### config.mk
export PLATFORM = sky130hd
export DESIGN_NAME = wfa_ctrl
export DESIGN_NICKNAME = d
export VERILOG_FILES = /design/src/rtl/windowed_frame_averager_macros.svh /design/src/rtl/wfa_pkg.sv /design/src/rtl/wfa_ctrl.sv
export SDC_FILE = /design/constraint.sdc
export NUM_CORES = 1
export LEC_CHECK = 0
export BUFFER_PORTS_ARGS = -buffer_cell sky130_fd_sc_hd__buf_2
export CAP_MARGIN = 20
export CELL_PAD_IN_SITES_DETAIL_PLACEMENT = 0
export CELL_PAD_IN_SITES_GLOBAL_PLACEMENT = 1
export CORE_AREA = 2 2 51 53
export DETAILED_ROUTE_END_ITERATION = 8
export DIE_AREA = 0 0 53 55
export GPL_TIMING_DRIVEN = 0
export PLACE_DENSITY_LB_ADDON = 0.1
export SLEW_MARGIN = 10
export SYNTH_ARGS = -nofsm -noshare
export SYNTH_HDL_FRONTEND = slang
export SYNTH_SLANG_ARGS = --single-unit
### constraint.sdc
create_clock -name clk -period 3.1 [get_ports clk]
set_clock_uncertainty 0.1 [all_clocks]
set_input_delay 0.155 -clock clk [delete_from_list [all_inputs] [get_ports clk]]
set_output_delay 0.155 -clock clk [all_outputs]
set_load 0.01 [all_outputs]
### src/rtl/windowed_frame_averager_macros.svh
// Assertion helpers for the frame averager.
`ifndef WINDOWED_FRAME_AVERAGER_MACROS_SVH
`define WINDOWED_FRAME_AVERAGER_MACROS_SVH

`ifndef NO_ASSERTIONS
`define WFA_ASSERT_NOW(lbl, clk, rstn, ante, cons) \
  lbl: assert property (@(posedge clk) disable iff (!rstn) (ante) |-> (cons)) \
    else $error("frame averager check failed");
`define WFA_ASSERT_NEXT(lbl, clk, rstn, ante, cons) \
  lbl: assert property (@(posedge clk) disable iff (!rstn) (ante) |=> (cons)) \
    else $error("frame averager check failed");
`else
`define WFA_ASSERT_NOW(lbl, clk, rstn, ante, cons)
`define WFA_ASSERT_NEXT(lbl, clk, rstn, ante, cons)
`endif

`endif

### src/rtl/wfa_pkg.sv
`timescale 1ns / 1ps
package wfa_pkg;

  localparam logic [2:0] ACT_SKIP        = 3'd0;
  localparam logic [2:0] ACT_START       = 3'd1;
  localparam logic [2:0] ACT_ACC         = 3'd2;
  localparam logic [2:0] ACT_CLOSE_START = 3'd3;
  localparam logic [2:0] ACT_CLOSE_SKIP  = 3'd4;

  localparam logic [2:0] KIND_VIS  = 3'd0;
  localparam logic [2:0] KIND_EVAL = 3'd1;
  localparam logic [2:0] KIND_EVEC = 3'd2;
  localparam logic [2:0] KIND_ERMS = 3'd3;
  localparam logic [2:0] KIND_TOT  = 3'd4;

  localparam logic [2:0] OP_NONE = 3'd0;
  localparam logic [2:0] OP_RE   = 3'd1;
  localparam logic [2:0] OP_IM   = 3'd2;
  localparam logic [2:0] OP_CW   = 3'd3;
  localparam logic [2:0] OP_INV  = 3'd4;
  localparam logic [2:0] OP_MOD  = 3'd5;

  localparam int CFG_IDX_W = 8;
  localparam int CFG_DATA_W = 32;
  localparam logic [CFG_IDX_W-1:0] REG_NUM_SAMPLES = 8'd0;
  localparam logic [CFG_IDX_W-1:0] REG_MAX_AGE     = 8'd1;

  localparam logic [8:0]  NS_RESET  = 9'd2;
  localparam logic [31:0] AGE_RESET = 32'd120000;
  localparam logic [8:0]  FIW_MAX   = 9'd511;

  localparam int DIV_W = 64;

  typedef struct packed {
    logic       load;
    logic       decide;
    logic       chan_err;
    logic       div_start;
    logic [2:0] op;
    logic       div_latch;
    logic       rd;
    logic       emit;
    logic       write;
  } wfa_cmd_t;

  typedef struct packed {
    logic       first;
    logic       locked;
    logic       ch_mis;
    logic [2:0] act;
    logic       item_ok;
    logic [2:0] kind;
    logic       div_done;
    logic       div_busy;
    logic       out_free;
  } wfa_sts_t;

  function automatic logic [2:0] next_op(input logic [2:0] cur, input logic [2:0] kind,
                                         input logic closing, input logic update);
    logic need_re;
    logic need_im;
    logic need_cw;
    logic need_inv;
    logic [2:0] res;
    need_re  = closing && (kind == KIND_VIS || kind == KIND_EVAL ||
                           kind == KIND_EVEC || kind == KIND_ERMS);
    need_im  = closing && (kind == KIND_VIS || kind == KIND_EVEC);
    need_cw  = closing && (kind == KIND_VIS);
    need_inv = update && (kind == KIND_VIS);
    res = OP_NONE;
    if (cur < OP_RE && need_re) begin
      res = OP_RE;
    end else if (cur < OP_IM && need_im) begin
      res = OP_IM;
    end else if (cur < OP_CW && need_cw) begin
      res = OP_CW;
    end else if (cur < OP_INV && need_inv) begin
      res = OP_INV;
    end
    return res;
  endfunction

endpackage

### src/rtl/wfa_ctrl.sv
`timescale 1ns / 1ps
module wfa_ctrl import wfa_pkg::*; (
  input  logic     clk,
  input  logic     rst_n,
  input  logic     in_valid,
  output logic     in_ready,
  input  wfa_sts_t sts,
  output wfa_cmd_t cmd
);
  localparam logic [2:0] S_IDLE  = 3'd0;
  localparam logic [2:0] S_HDR   = 3'd1;
  localparam logic [2:0] S_CHERR = 3'd2;
  localparam logic [2:0] S_MODW  = 3'd3;
  localparam logic [2:0] S_SLOT  = 3'd4;
  localparam logic [2:0] S_RD    = 3'd5;
  localparam logic [2:0] S_DIVW  = 3'd6;
  localparam logic [2:0] S_FIN   = 3'd7;

  logic [2:0] state_r;
  logic [2:0] state_nxt;
  logic [2:0] op_r;
  logic [2:0] op_nxt;
  logic       closing;
  logic       update;
  logic [2:0] nop;

  assign closing = sts.act == ACT_CLOSE_START || sts.act == ACT_CLOSE_SKIP;
  assign update  = sts.act == ACT_START || sts.act == ACT_CLOSE_START || sts.act == ACT_ACC;
  assign nop     = next_op((state_r == S_RD) ? OP_NONE : op_r, sts.kind, closing, update);
  assign in_ready = state_r == S_IDLE;

  always_comb begin
    state_nxt = state_r;
    op_nxt    = op_r;
    cmd       = '0;
    unique case (state_r)
      S_IDLE: begin
        if (in_valid) begin
          cmd.load  = 1'b1;
          state_nxt = S_HDR;
        end
      end
      S_HDR: begin
        if (!sts.first) begin
          state_nxt = S_SLOT;
        end else if (sts.locked && sts.ch_mis) begin
          state_nxt = S_CHERR;
        end else begin
          op_nxt        = OP_MOD;
          cmd.div_start = 1'b1;
          state_nxt     = S_MODW;
        end
      end
      S_CHERR: begin
        if (sts.out_free) begin
          cmd.chan_err = 1'b1;
          state_nxt    = S_IDLE;
        end
      end
      S_MODW: begin
        if (sts.div_done) begin
          cmd.decide = 1'b1;
          state_nxt  = S_SLOT;
        end
      end
      S_SLOT: begin
        if (sts.act == ACT_SKIP || !sts.item_ok) begin
          state_nxt = S_IDLE;
        end else begin
          cmd.rd    = 1'b1;
          state_nxt = S_RD;
        end
      end
      S_RD: begin
        if (nop == OP_NONE) begin
          state_nxt = S_FIN;
        end else begin
          op_nxt        = nop;
          cmd.div_start = 1'b1;
          state_nxt     = S_DIVW;
        end
      end
      S_DIVW: begin
        if (sts.div_done) begin
          cmd.div_latch = 1'b1;
          if (nop == OP_NONE) begin
            state_nxt = S_FIN;
          end else begin
            op_nxt        = nop;
            cmd.div_start = 1'b1;
          end
        end
      end
      S_FIN: begin
        if (!closing || sts.out_free) begin
          cmd.emit  = closing;
          cmd.write = update;
          state_nxt = S_IDLE;
        end
      end
      default: state_nxt = S_IDLE;
    endcase
    cmd.op = cmd.div_start ? op_nxt : op_r;
  end

  always_ff @(posedge clk) begin
    if (!rst_n) begin
      state_r <= S_IDLE;
      op_r    <= OP_NONE;
    end else begin
      state_r <= state_nxt;
      op_r    <= op_nxt;
    end
  end
endmodule

==> impl_results.md, run 1 <==
* Outcome: completed
* Clock Tree Buf Depth at 2
* Starting Density at a little over a third
* Worst r2r path cells at 6
* Detailed Routing Iterations Pass 1 at 4
* HPWL Detailed at around 2000 µm
* Num CTS Buffers at 3
* Post-CTS sizing at 0
* RSZ-0062 raised after global routing: no
* Die Area at 2915 µm²
* Hold Fails Final Rpt at 0
* Asr flop ratio synth at 0%
* Final wirelength at 2376 µm
* Synthesis Warnings at 0
* Post-CTS setup buffer count at 0
* Syn-to-layout area delta at 22.55%
* Overflow after GRT at 0
* Pin count of the biggest net entering global routing at 11
* # port buffers at 26
* DR WL/cell at 14.14 µm
* Top cell type's share of synthesized area at between 10% and 20%
* Pwr/cell area at around 700 nW/µm²
* Post-synthesis cell count at roughly 110
* ANT nets after route at 0
* Die Span X at roughly 53 µm
* Reg-to-reg critical path endpoint: op_r[2]
* Core Util, Final at 43.70%
* WP data required at about 2.8 ns
* Synth Area per Inst at between 7 and 8 µm²
* Leading area contributor after synthesis: dfxtp_1
* Critical path fanouts, max at 10
* Num rows at 18
* CTS tree: yes
* Layout cells sized above 1 at around 33%
* Reg-to-reg slack, setup at between 1 and 1.5 ns
* Relative slew slack at between 50% and 60%
* CTS root buf: clkbuf_4
* Number of flops mapped to enable cells by yosys at 0
* First-pass GRT wire length at around 3900 µm
* Worst Hold Depth at 2
* Worst min path class: in -> reg
* Antenna diodes at 0
* Synth Register Bits at 6
* Hold_buf cts at 0
* Clock sinks at 6
* Peak supply drop at around 0.46 mV
* Core area at roughly 2400 µm²
* All-Layer GR Usage at 17.96%
* Slew Limit Fails at 0
* Seq/Total Area, Yosys at around 14%
* Starting DRT DRC Count at 34
* Fmax at ~420 MHz
* Critical path class: reg -> out
* Top-level I/O count at 28
* Most common flop cell mapped by yosys: dfxtp_1
* Skew-Pair Late Insertion Delay at 0.23 ns
* Setup TNS at 0 ns
* Via count at 940
* Syn_nets at 125
* Number of global-route vias before repair at around 850
* Detailed-route DRC error count at 0
* Hold Startpoint: rst_n
* CP Capture Type: primary output
* Worst slew pin tran at between 0.6 and 0.7 ns
* Dominant cells by area after synthesis: dfxtp_1, nor3_1, nor2_1, nand2_1, a2111oi_4
* Vias per inst at roughly 5.6
* Crit start category: register
* Worst-path clk slew at roughly 0.040 ns
* Synthesized area at approximately 840 µm²
* Initial antenna violation count at 0
* Setup-failing EPs final at 0
* Final min period at ~2.4 ns
* Crit path DAT at between 2 and 2.5 ns
* Period utilization at roughly 76%
* Max Cap Violations at 0
* GP Congestion at between 0.7 and 0.8
* Count of cell types in the netlist at 53
* Hold endpoint: op_r[1]
* # H-tree levels at 1
* DIE HEIGHT at 55 µm
* Reg-to-Reg Start: state_r[2]
* Nets at 156
* P_leak at approximately 0.00048 µW
[sequential cells by signal (all words and copies together) (netlist names)]
| register | flops |
|---|---|
| op_r | 3 |
| state_r | 3 |
[power breakdown]
part	total [µW]	switching [µW]	internal, µW
logic	505	282	223
registers	154	50.7	103
clock network	67.1	23.6	43.5
total	726	356	370
[routing by layer]
layer | vias to the layer above | global-route usage [%] | part of all wire, %
met2 | 32 | 31.87 | 48
met5 | - | 0 | 0
li1 | 476 | - | -
met1 | 432 | 23.29 | 46
met3 | 0 | 2.419 | 5.9
met4 | 0 | 3.846 | 0
[layout by cell type (no fill, tap or decap), types with 4 or more instances in the layout]
cell	count
a21oi_1	4
inv_1	4
nand2_1	9
buf_2	27
o21ai_0	5
nor3_1	8
nor2_1	10
dfxtp_1	6
nand3_1	4
[kinds of logic (layout without fill, tap and decap cells)]
family / after synthesis / count (layout) / synth area share (%)
and+or+nand+nor: 57 / 57 / 41.99
buffers and inverters: 10 / 39 / 6.378
AOI/OAI and AO/OA: 34 / 34 / 35.16
xor gates and xnor gates: 1 / 1 / 1.039
DFF: 6 / 6 / 14.24
muxes: 1 / 1 / 1.187
[stage by stage]
step           hold slack, ns  area [µm²]  worst slack, ns  std cells  total power [µW]
5_1_grt                0.1173        1033           0.5104        168             791.6
2_1_floorplan          0.1767       843.3            1.288        109             524.8
4_1_cts                0.1190        1033           0.7581        168             735.6
3_3_place_gp           0.3559        1011           0.9949        165             658.0
6_report               0.1181        1033           0.7290        168             726.1
3_5_place_dp           0.3632        1011            1.019        165             662.8
[critical path, stage by stage, from the launching register on]
cell and delay [ns]:
dfxtp_1 0.40, buf_4 0.21, nor2b_1 0.10, a2111oi_0 0.59, o21bai_1 0.16, a21oi_1 0.21
nor2_1 0.07, buf_2 0.14
[worst max path at each step]
stage	from	end	slack, ns	cells past startpoint
after floorplan	op_r[1]	cmd[4]	1.29	5
after global placement	state_r[2]	cmd[6]	0.99	7
after detailed placement	state_r[2]	cmd[6]	1.02	7
after CTS	state_r[2]	cmd[6]	0.76	7
after global routing	state_r[2]	cmd[6]	0.51	7
final	state_r[2]	cmd[6]	0.73	7
[synth_stat cells (all sizes together), types with 2 or more instances]
| library cell | count |
|---|---|
| or2 | 3 |
| nor2 | 10 |
| a2111oi | 4 |
| a21o | 3 |
| or4 | 2 |
| nand2b | 2 |
| and3b | 2 |
| and2 | 3 |
| nor3b | 2 |
| o21bai | 2 |
| nor3 | 8 |
| a21oi | 4 |
| inv | 6 |
| o21ai | 5 |
| nand3b | 2 |
| nand2 | 9 |
| dfxtp | 6 |
| a211oi | 4 |
| nor2b | 3 |
| nand3 | 4 |
| buf | 4 |
[area by class of cell]
class                   instances  area (µm²)
fillers                       268        1331
multi-input cells              93       669.4
repair buffers                 26       130.1
flip-flops and latches          6       120.1
well taps                      30       37.54
plain buffers                   4       31.28
clock buffers                   3       22.52
inverters                       6       22.52
No activity file was read; power rests on OpenSTA's default activity.
==> inputs of run 2 (changes only) <==
Settings changed: ABC_AREA from default to 1, CORE_AREA 2 2 51 53 to 2 2 53 55, DIE_AREA 0 0 53 55 to 0 0 55 57.
Clock period 3.1 ns to 2.3 ns, I/O delays scaled along.
==> run 2 against run 1 <==
Effect of this change: combinational power increased by 13%; register-to-register slack got worse by 0.47 ns; first-iteration DRC count decreased by 41%; critical path type unchanged; routed wire length decreased by 21%; setup slack got worse by 0.42 ns; sequential power increased by 29%; clock power increased by 39%; largest cell class unchanged; highest routed layer is now met4.
==> impl_results.md, run 2 <==
* Outcome: completed
* Pwr/cell area at approximately 950 nW/µm²
* Setup slack after layout at roughly 0.30 ns
* Worst min path class: in -> reg
* Hold_buf cts at 0
* # port buffers at 26
* Pin count of the biggest net entering global routing at 11
* Commonest non-fill, non-tap cell in the layout: nand2_1
* Fmax at 501.2 MHz
* Vias per inst at ~4.5
* Met3 Use GR at less than 1%
* Placed Instances at 186
* Synth top cells by count: nand2_1, inv_1, nor2_1
* P_leak at about 0.00052 µW
* # H-tree levels at 1
* GR Util met1 at about a fifth
* CTS tree: yes
* Post-CTS setup buffer count at 0
* Num CTS Buffers at 3
* Overflow after GRT at 0
* Post-CTS sizing at 0
* Setup TNS at 0 ns
* Syn_nets at about 150
* Initial antenna violation count at 0
* Global routing's busiest layer: met2
* Synthesis Warnings at 0
* Post-synthesis cell count at between 100 and 150
* DR WL/cell at around 9.9 µm
* Most frequent cells in the layout: nand2_1, buf_2, inv_1, nor2_1, nand3_1
* CP Capture Type: primary output
* Number of flops mapped to enable cells by yosys at 0
* M2 GR Usage at roughly a fifth
* Starting DRT DRC Count at 20
* GP Congestion at ~0.8
* WP data required at between 2 and 2.5 ns
* Hold Fails Final Rpt at 0
* Antenna diodes at 0
* Crit path DAT at 1.78 ns
* Final min period at around 2 ns
* Pre-CTS WS at 0.5556 ns
* Asr flop ratio synth at 0%
* Layout cells sized above 1 at around a third
* Period utilization at 86.76%
* Slew Limit Fails at 0
* Non-Filler Instances at approximately 190
* ANT nets after route at 0
* Top cell type's share of synthesized area at between 10% and 20%
* Worst-path clk slew at roughly 0.04 ns
* Starting Density at between 20 and 30%
* Num rows at 19
* Critical path fanouts, max at 8
* CTS root buf: clkbuf_4
* First-pass GRT wire length at 3077 µm
* Nets at 176
* Most common cell in the netlist: nand2_1
* DIE HEIGHT at about 57 µm
* Leading area contributor after synthesis: dfxtp_1
* Max Cap Violations at 0
* Seq/Total Area, Yosys at 16.64%
* Crit start category: register
* Synth Register Bits at 6
* Syn-to-layout area delta at 26.52%
* Critical path class: reg -> out
* Top-level I/O count at 28
* Clock Tree Buf Depth at 2
* Detailed-route DRC error count at 0
* Setup-failing EPs final at 0
* Peak supply drop at between 0.5 and 0.6 mV
* Largest registers: op_r x3, state_r x3
* Via count at around 860
* Die Area at 3135 µm²
* Die Span X at 55 µm
* Detailed Routing Iterations Pass 1 at 4
* Most common flop cell mapped by yosys: dfxtp_1
* Core area at ~2600 µm²
* RSZ-0062 raised after global routing: no
* Number of global-route vias before repair at around 740
* Dominant cells by area after synthesis: dfxtp_1, nand2_1, inv_1, nand3_1, nor2_1
* Synthesized area at between 700 and 800 µm²
* Relative slew slack at 78.44%
* Final wirelength at 1867 µm
* Count of cell types in the netlist at 22
* HPWL Detailed at around 1600 µm
* Skew-Pair Late Insertion Delay at about 0.24 ns
* Worst slew pin tran at about 0.32 ns
* Overall power at 863.4 µW
* Synth Area per Inst at ~5.6 µm²
* All-Layer GR Usage at 13.01%
* Clock sinks at 6
==> run 2: cell count changes in the layout (fill, tap and decap cells not counted), moves of 7 or more <==
| cell | delta |
|---|---|
| inv_1 | +18 |
| nand3_1 | +8 |
| nand2_1 | +23 |
| nor2_2 | +7 |
==> run 2: per-stage QoR <==
| stage | hold slack [ns] | cell area (µm²) | utilization, % |
|---|---|---|---|
| final | 0.01207 | 913.4 | 34.93 |
| after global routing | 0.02601 | 913.4 | 34.93 |
| after CTS | 0.004771 | 913.4 | 34.93 |
| after detailed placement | 0.2620 | 890.9 | 34.07 |
| after global placement | 0.2628 | 890.9 | 34.07 |
| after floorplan | 0.1409 | 721.9 | - |
==> run 2: kinds of logic (layout without fill, tap and decap cells) <==
logic type	after synthesis	in the layout	share of synthesized area, %
flops	6	6	16.64
simple gates	83	83	58.75
compound gates	14	14	10.57
buf+inv	26	55	14.04
==> run 2: cell type report <==
type                       count  area (µm²)
fill                         338        1702
sequential                     6       120.1
timing repair buffer          26       130.1
clock buffer                   3       22.52
buffer                         1       7.507
multi-input combinational     97       500.5
tap                           31       38.79
inverter                      25       93.84
==> run 2: worst max-delay path, stage by stage (launching register included) <==
cell and delay, ns:
dfxtp_1 0.34, inv_2 0.13, nand3_4 0.14, o21ai_1 0.11, nand2_1 0.07, nor2_2 0.14, nor2_2 0.07, nand2_4 0.10
nand2_1 0.06, nand3_1 0.07, nand2_1 0.06, nand2_2 0.07, inv_1 0.03, buf_2 0.12
==> run 2: layer usage <==
layer	vias to the layer above	wire length, µm
li1	469	-
met2	15	797
met5	-	0
met4	0	14
met1	370	979
met3	2	74
==> run 2: worst paths after layout <==
check | from | to | slack, ns | depth (start not counted)
worst max-delay path | state_r[1] | cmd[4] | 0.30 | 13
worst min register to register | op_r[0] | op_r[0] | 0.53 | 4
worst max register to register | state_r[1] | state_r[0] | 0.66 | 12
worst min-delay path | rst_n | state_r[0] | 0.01 | 3
==> run 2: report_power, final <==
group          switching [µW]  internal [µW]  total [µW]
clock network            34.5           58.8        93.2
registers                54.6            143         198
logic                     356            217         573
total                     445            419         863
